`src/rtl/mtg_cell.sv`:
```
module mtg_cell (
  input  logic        clk_i,
  input  logic        shift_i,
  input  logic [31:0] word_i,
  output logic [31:0] word_o
);
  logic [31:0] word_q;

  always_ff @(posedge clk_i) begin
    if (shift_i) begin
      word_q <= word_i;
    end
  end

  assign word_o = word_q;
endmodule

```
`config.mk`:
```
export PLATFORM = sky130hd
export DESIGN_NAME = mtg_cell
export DESIGN_NICKNAME = d
export VERILOG_FILES = /design/src/rtl/mtg_cell.sv
export SDC_FILE = /design/constraint.sdc
export NUM_CORES = 1
export LEC_CHECK = 0
export ABC_AREA = 1
export BUFFER_PORTS_ARGS = -buffer_cell sky130_fd_sc_hd__buf_4
export CORE_ASPECT_RATIO = 0.7
export CORE_MARGIN = 2
export CORE_UTILIZATION = 39
export DETAILED_ROUTE_END_ITERATION = 8
export GPL_TIMING_DRIVEN = 0
export PLACE_DENSITY = 0.76
export SYNTH_ARGS = -nofsm -noshare
export SYNTH_HDL_FRONTEND = slang
export SYNTH_SLANG_ARGS = --single-unit
export TNS_END_PERCENT = 5
```
`constraint.sdc`:
```
create_clock -name clk_i -period 0.8 [get_ports clk_i]
set_clock_uncertainty 0.1 [all_clocks]
set_input_delay 0.04 -clock clk_i [delete_from_list [all_inputs] [get_ports clk_i]]
set_output_delay 0.04 -clock clk_i [all_outputs]
set_load 0.005 [all_outputs]
```
==> summary.md, run 1 <==
| Metric | Value |
|---|---|
| FP Rows | `15` |
| Setup violators final | `32` |
| Crit Path Max Fanout | `1` |
| Worst path max stage delay | `0.43 ns` |
| Total CTS buffers | `5` |
| Run status | `complete, but fails checks` |
| Fin crit share | `1.28` |
| CTS Sinks | `32` |
| Pin slew with the least headroom to its limit | `0.386 ns` |
| Number of antenna violations at the first check in global routing | `0` |
| Largest net degree at the start of global routing | `33` |
| Total global routing overflow | `0` |
| Crit Path Category | `register to output port` |
| Max VDD drop | `1.17 mV` |
| Vias per cell | `4.17` |
| Final hold vios | `0` |
| GPL Wtd Cong | `0.616` |
| Via count | `713` |
| Ant. Diodes | `0` |
| Worst setup slack after layout | `-0.225 ns` |
| DRC | `0` |
| Worst path depth | `1` |
| Core Area | `2400 um^2` |
| Warnings, synthesis | `0` |
| Post-CTS setup buffers | `0` |
| First drt pass iteration count | `4` |
| Routed wire length | `2.72 mm` |
| CTS H-tree depth | `2` |
| Startpoint types | `register` |
| Leak | `0.805 nW` |
| Vias in the first global route | `744` |
| HP Start | `shift_i` |
| Fmax | `975 MHz` |
| Total GRT Usage | `0.204` |
| Most frequent cells in the layout | `buf_4, dlygate4sd3_1, edfxtp_1` |
| Crit path cell chain | `buf_6` |
| Simple-Gate Fraction of Synth Area | `0` |
| Multiplexer area fraction after synthesis | `0` |
| Post-Syn Area per Cell | `30.0 um^2` |
| DP Cell Count | `131` |
| Synthesized net count | `66` |
| Area leader, netlist | `edfxtp_1` |
| Critical path launch point | `word_o[24]` |
| Max-cap check violation count | `0` |
| Max Buffers Root-to-Sink | `2` |
| Slew Viols, Final | `0` |
| Slowest CP cell | `edfxtp_1` |
| Failing checks | `negative setup slack` |
| Root buffer cell | `clkbuf_4` |
| Worst EP required | `0.66 ns` |
| Gate Count Post-Synth | `32` |
| Multi-input gate area | `0 um^2` |
| Hold Path Class | `input pin to register` |
| Commonest non-fill, non-tap cell in the layout | `buf_4` |
| RSZ-0062 raised after global routing | `yes` |
| Chip Width | `63.3 um` |
| Max reg flops | `32` |
| Max-Slew Margin vs Limit | `0.743` |
| Starting density of the core | `0.400` |
| Die Y | `45.5 um` |
| Share of cells above drive strength 1 | `0.526` |
| #MultiIn Comb | `0` |
| # nets final | `170` |
| CTS clock-pin slew for the worst setup and hold paths | `0.10 ns` |
| CP bufs+invs | `1` |
| Post-route ant nets | `0` |
| P&R area growth vs syn | `98.2%` |
| Area share of the largest cell type after synthesis | `1.00` |
| WP data arrival | `0.89 ns` |
| Top cells by area, synth | `edfxtp_1` |
| Final cell count without fillers | `171` |
| Hold-critical path depth | `1` |
| Power density cells | `1790 nW/um^2` |
| Port bufs | `65` |
| Ports | `66` |
| DRT iter0 DRCs | `60` |
| Register area share after synthesis | `1.00` |
| First-pass GRT wire length | `3.95 mm` |
| Setup TNS | `-6.05 ns` |
| Largest delay share family, worst path | `flip-flops` |
| Post-route minimum period | `1.03 ns` |
| WL/cell | `15.9 um` |
| Synth Area in Adders | `0` |
| Setup crit end kind | `output port` |
| Seq cells post-synth | `32` |
| Final total power | `3.40 mW` |
| CTS tree | `yes` |
| Synthesized area | `961 um^2` |
| Die area | `2880 um^2` |
| Synth Area in Compound Gates | `0` |
| XOR/XNOR share of the synthesized area | `0` |
| Post-synthesis cell type count | `1` |
| Worst slack, placed | `-0.0456 ns` |
## cells in the mapped netlist
| cell | number |
|---|---|
| edfxtp_1 | 32 |
## cell type report
type                    instances  area [um^2]
clock buffers                   5         37.5
flip-flops and latches         32          961
clock inverters                 3         13.8
repair buffers                 97          850
fillers                       147          498
well taps                      34         42.5
## per-stage QoR
| step | hold WS, ns | util | instance area (um^2) |
|---|---|---|---|
| after floorplan | 0.0389 | - | 961 |
| after global placement | 0.118 | 0.621 | 1490 |
| after detailed placement | 0.119 | 0.621 | 1490 |
| after CTS | 0.0561 | 0.776 | 1860 |
| after global routing | 0.0520 | 0.793 | 1900 |
| final | 0.0629 | 0.793 | 1900 |
## layer usage
metal  share of wire  global-route usage  vias up
met2            0.55               0.337       18
met5               0                   0        -
met4           0.019               0.130        0
met3           0.030              0.0446        5
met1            0.40               0.254      353
li1                -                   -      337
## power by group
part	internal [mW]	leakage (nW)	switching (mW)
registers	1.99	0.313	0.0521
clock network	0.322	0.0324	0.509
logic	0.371	0.460	0.154
total	2.69	0.805	0.715
## path summary, 6_finish.rpt
check,to,slack [ns]
min,word_o[17],0.06
max,word_o[24],-0.23
## cells by family (layout without fill, tap and decap cells)
group                  after synthesis  after routing
buffers and inverters                0            105
flip-flops                          32             32
## timing repair
action | 4_1_cts | 5_1_grt
setup endpoints to repair | 32 | 32
endpoints found under the hold margin | 32 | 0
hold buffers | 32 | 0
resized for setup | 0 | 11
Note: power is estimated with default switching activity, not from simulation.
==> run 2: changes to the inputs <==
- CAP_MARGIN: default -> 15
- CORE_UTILIZATION: 39 -> 35
- PLACE_DENSITY: 0.76 -> 0.72
- SLEW_MARGIN: default -> 40
- clock period: 0.8 -> 0.86 ns (I/O delays scaled with it)
==> run 2 against run 1 <==
The flow still finishes with violations (negative setup slack). Non-clock buffer count unchanged. Power fell by 0.63%. Global-route usage down 4.6 points. Sequential share of layout area fell by 0.39 points. First-iteration DRC count is 48% lower. Cell count decreased by 0.58%. Clock-buffer cell count increased by 1. Worst hold slack improved by 0.056 ns. Largest power group unchanged.
==> summary.md, run 2 (synthesis results as in run 1) <==
| Metric | Value |
|---|---|
| Crit path cell chain | `buf_6 (unchanged)` |
| Ports | `66 (unchanged)` |
| Port bufs | `65 (unchanged)` |
| Gate power share | `0.139 (was 0.154)` |
| Largest net degree at the start of global routing | `33 (unchanged)` |
| FP Rows | `15 (unchanged)` |
| Core Area | `2530 um^2 (was 2400 um^2)` |
| CTS Sinks | `32 (unchanged)` |
| #MultiIn Comb | `0 (unchanged)` |
| Max Buffers Root-to-Sink | `2 (unchanged)` |
| Wire length on met2 | `1.39 mm (was 1.49 mm)` |
| GPL Wtd Cong | `0.700 (was 0.616)` |
| CTS tree | `yes (unchanged)` |
| Vias in the first global route | `709 (was 744)` |
| CP bufs+invs | `1 (unchanged)` |
| Root buffer cell | `clkbuf_8 (was clkbuf_4)` |
| Post-route ant nets | `0 (unchanged)` |
| CTS H-tree depth | `2 (unchanged)` |
| Max reg flops | `32 (unchanged)` |
| P&R area growth vs syn | `99.7% (was 98.2%)` |
| Fill cell count | `148 (was 147)` |
| Starting density of the core | `0.379 (was 0.400)` |
| Clock power share | `0.300 (was 0.244)` |
| DP Cell Count | `131 (unchanged)` |
| Final cell count without fillers | `170 (was 171)` |
| Chip Width | `66.6 um (was 63.3 um)` |
| Reg power frac | `0.561 (was 0.601)` |
| Multi-input gate area | `0 um^2 (unchanged)` |
| Total GRT Usage | `0.158 (was 0.204)` |
| Crit Path Max Fanout | `1 (unchanged)` |
| Int Power | `2.74 mW (was 2.69 mW)` |
| Failing checks | `negative setup slack (unchanged)` |
| Worst setup slack after layout | `-0.0905 ns (was -0.225 ns)` |
| WL met3 | `133 um (was 82 um)` |
| DRC | `0 (unchanged)` |
| Sw Share | `0.188 (was 0.210)` |
| Worst path max stage delay | `0.40 ns (was 0.43 ns)` |
| Post-route minimum period | `0.951 ns` |
| Total global routing overflow | `0 (unchanged)` |
| Commonest non-fill, non-tap cell in the layout | `buf_4 (unchanged)` |
| CTS clock-pin slew for the worst setup and hold paths | `0.06 ns (was 0.10 ns)` |
| RSZ-0062 raised after global routing | `yes (unchanged)` |
| Routed wire length | `2.30 mm (was 2.72 mm)` |
| Power density cells | `1760 nW/um^2 (was 1790 nW/um^2)` |
| Metal-1 WL | `754 um (was 1.10 mm)` |
| Die area | `3190 um^2 (was 2880 um^2)` |
| Largest delay share family, worst path | `flip-flops (unchanged)` |
| Final total power | `3.38 mW (was 3.40 mW)` |
| # nets final | `170 (unchanged)` |
| Die Y | `47.8 um (was 45.5 um)` |
| Hold Path Class | `input pin to register (unchanged)` |
| Max-Slew Margin vs Limit | `0.751 (was 0.743)` |
| Startpoint types | `register (unchanged)` |
| Fmax | `1050 MHz` |
| Pin slew with the least headroom to its limit | `0.373 ns (was 0.386 ns)` |
| Total CTS buffers | `5 (unchanged)` |
| Vias per cell | `3.97 (was 4.17)` |
| Ant. Diodes | `0 (unchanged)` |
| Run status | `complete, but fails checks (unchanged)` |
| Top Metal Used | `met4 (unchanged)` |
| First-pass GRT wire length | `3.24 mm (was 3.95 mm)` |
| Worst EP required | `0.72 ns (was 0.66 ns)` |
| Crit Path Category | `register to output port (unchanged)` |
| Setup crit end kind | `output port (unchanged)` |
| Slowest CP cell | `edfxtp_1 (unchanged)` |
| Final hold vios | `0 (unchanged)` |
| NetSw | `0.637 mW (was 0.715 mW)` |
| Max VDD drop | `1.17 mV (about the same)` |
| DRT iter0 DRCs | `31 (was 60)` |
| Share of cells above drive strength 1 | `0.522 (was 0.526)` |
| Via count | `675 (was 713)` |
| Fin crit share | `1.11` |
| WL/cell | `13.5 um (was 15.9 um)` |
| Most frequent cells in the layout | `buf_4, dlygate4sd3_1, edfxtp_1 (unchanged)` |
| Number of antenna violations at the first check in global routing | `0 (unchanged)` |
| Max-cap check violation count | `0 (unchanged)` |
| Leak | `0.810 nW (was 0.805 nW)` |
| WP data arrival | `0.81 ns (was 0.89 ns)` |
| First drt pass iteration count | `4 (unchanged)` |
| Setup violators final | `32 (unchanged)` |
| Slew Viols, Final | `0 (unchanged)` |
==> run 2: metrics by stage <==
step	setup slack (ns)	util	TNS [ns]	area, um^2	hold slack [ns]
3_5_place_dp	0.0181	0.589	0	1490	0.122
2_1_floorplan	0.362	-	0	961	0.0419
3_3_place_gp	0.0294	0.589	0	1490	0.121
4_1_cts	-0.0982	0.746	-2.29	1890	0.115
5_1_grt	-0.124	0.758	-3.00	1920	0.128
6_report	-0.0905	0.758	-1.86	1920	0.119
==> run 2: power by group through the flow <==
stage | sequential, mW | clock (mW) | combinational, mW
floorplan | 1.94 | 0 | 0
global placement | 1.92 | 0 | 0.332
detailed placement | 1.92 | 0 | 0.335
CTS | 1.89 | 1.04 | 0.451
global route | 1.90 | 1.12 | 0.506
finish | 1.90 | 1.01 | 0.471
==> run 2: cell type report <==
type	count	area, um^2	area share
timing repair buffer	97	838	0.437
clock inverter	1	5.00	0.00261
sequential	32	961	0.501
tap	34	42.5	0.0222
clock buffer	6	72.6	0.0378
==> run 2: per-layer routing <==
metal  vias up  track usage
li1        335            -
met1       302        0.129
met2        33        0.336
met3         5       0.0706
met4         0       0.0612
met5         -            0
==> run 2: repair_timing <==
item / in CTS / in global routing
hold buffers: 32 / 0
resized for setup: 0 / 8
endpoints found under the setup margin: 32 / 32
buffers inserted: 0 / 0
gates cloned: 0 / 0
hold endpoints to repair: 32 / 0
==> run 2: final timing paths <==
path                        from         end  slack, ns  depth (start not counted)
worst min-delay path     shift_i  word_o[27]       0.12                          1
worst max-delay path  word_o[11]  word_o[11]      -0.09                          1
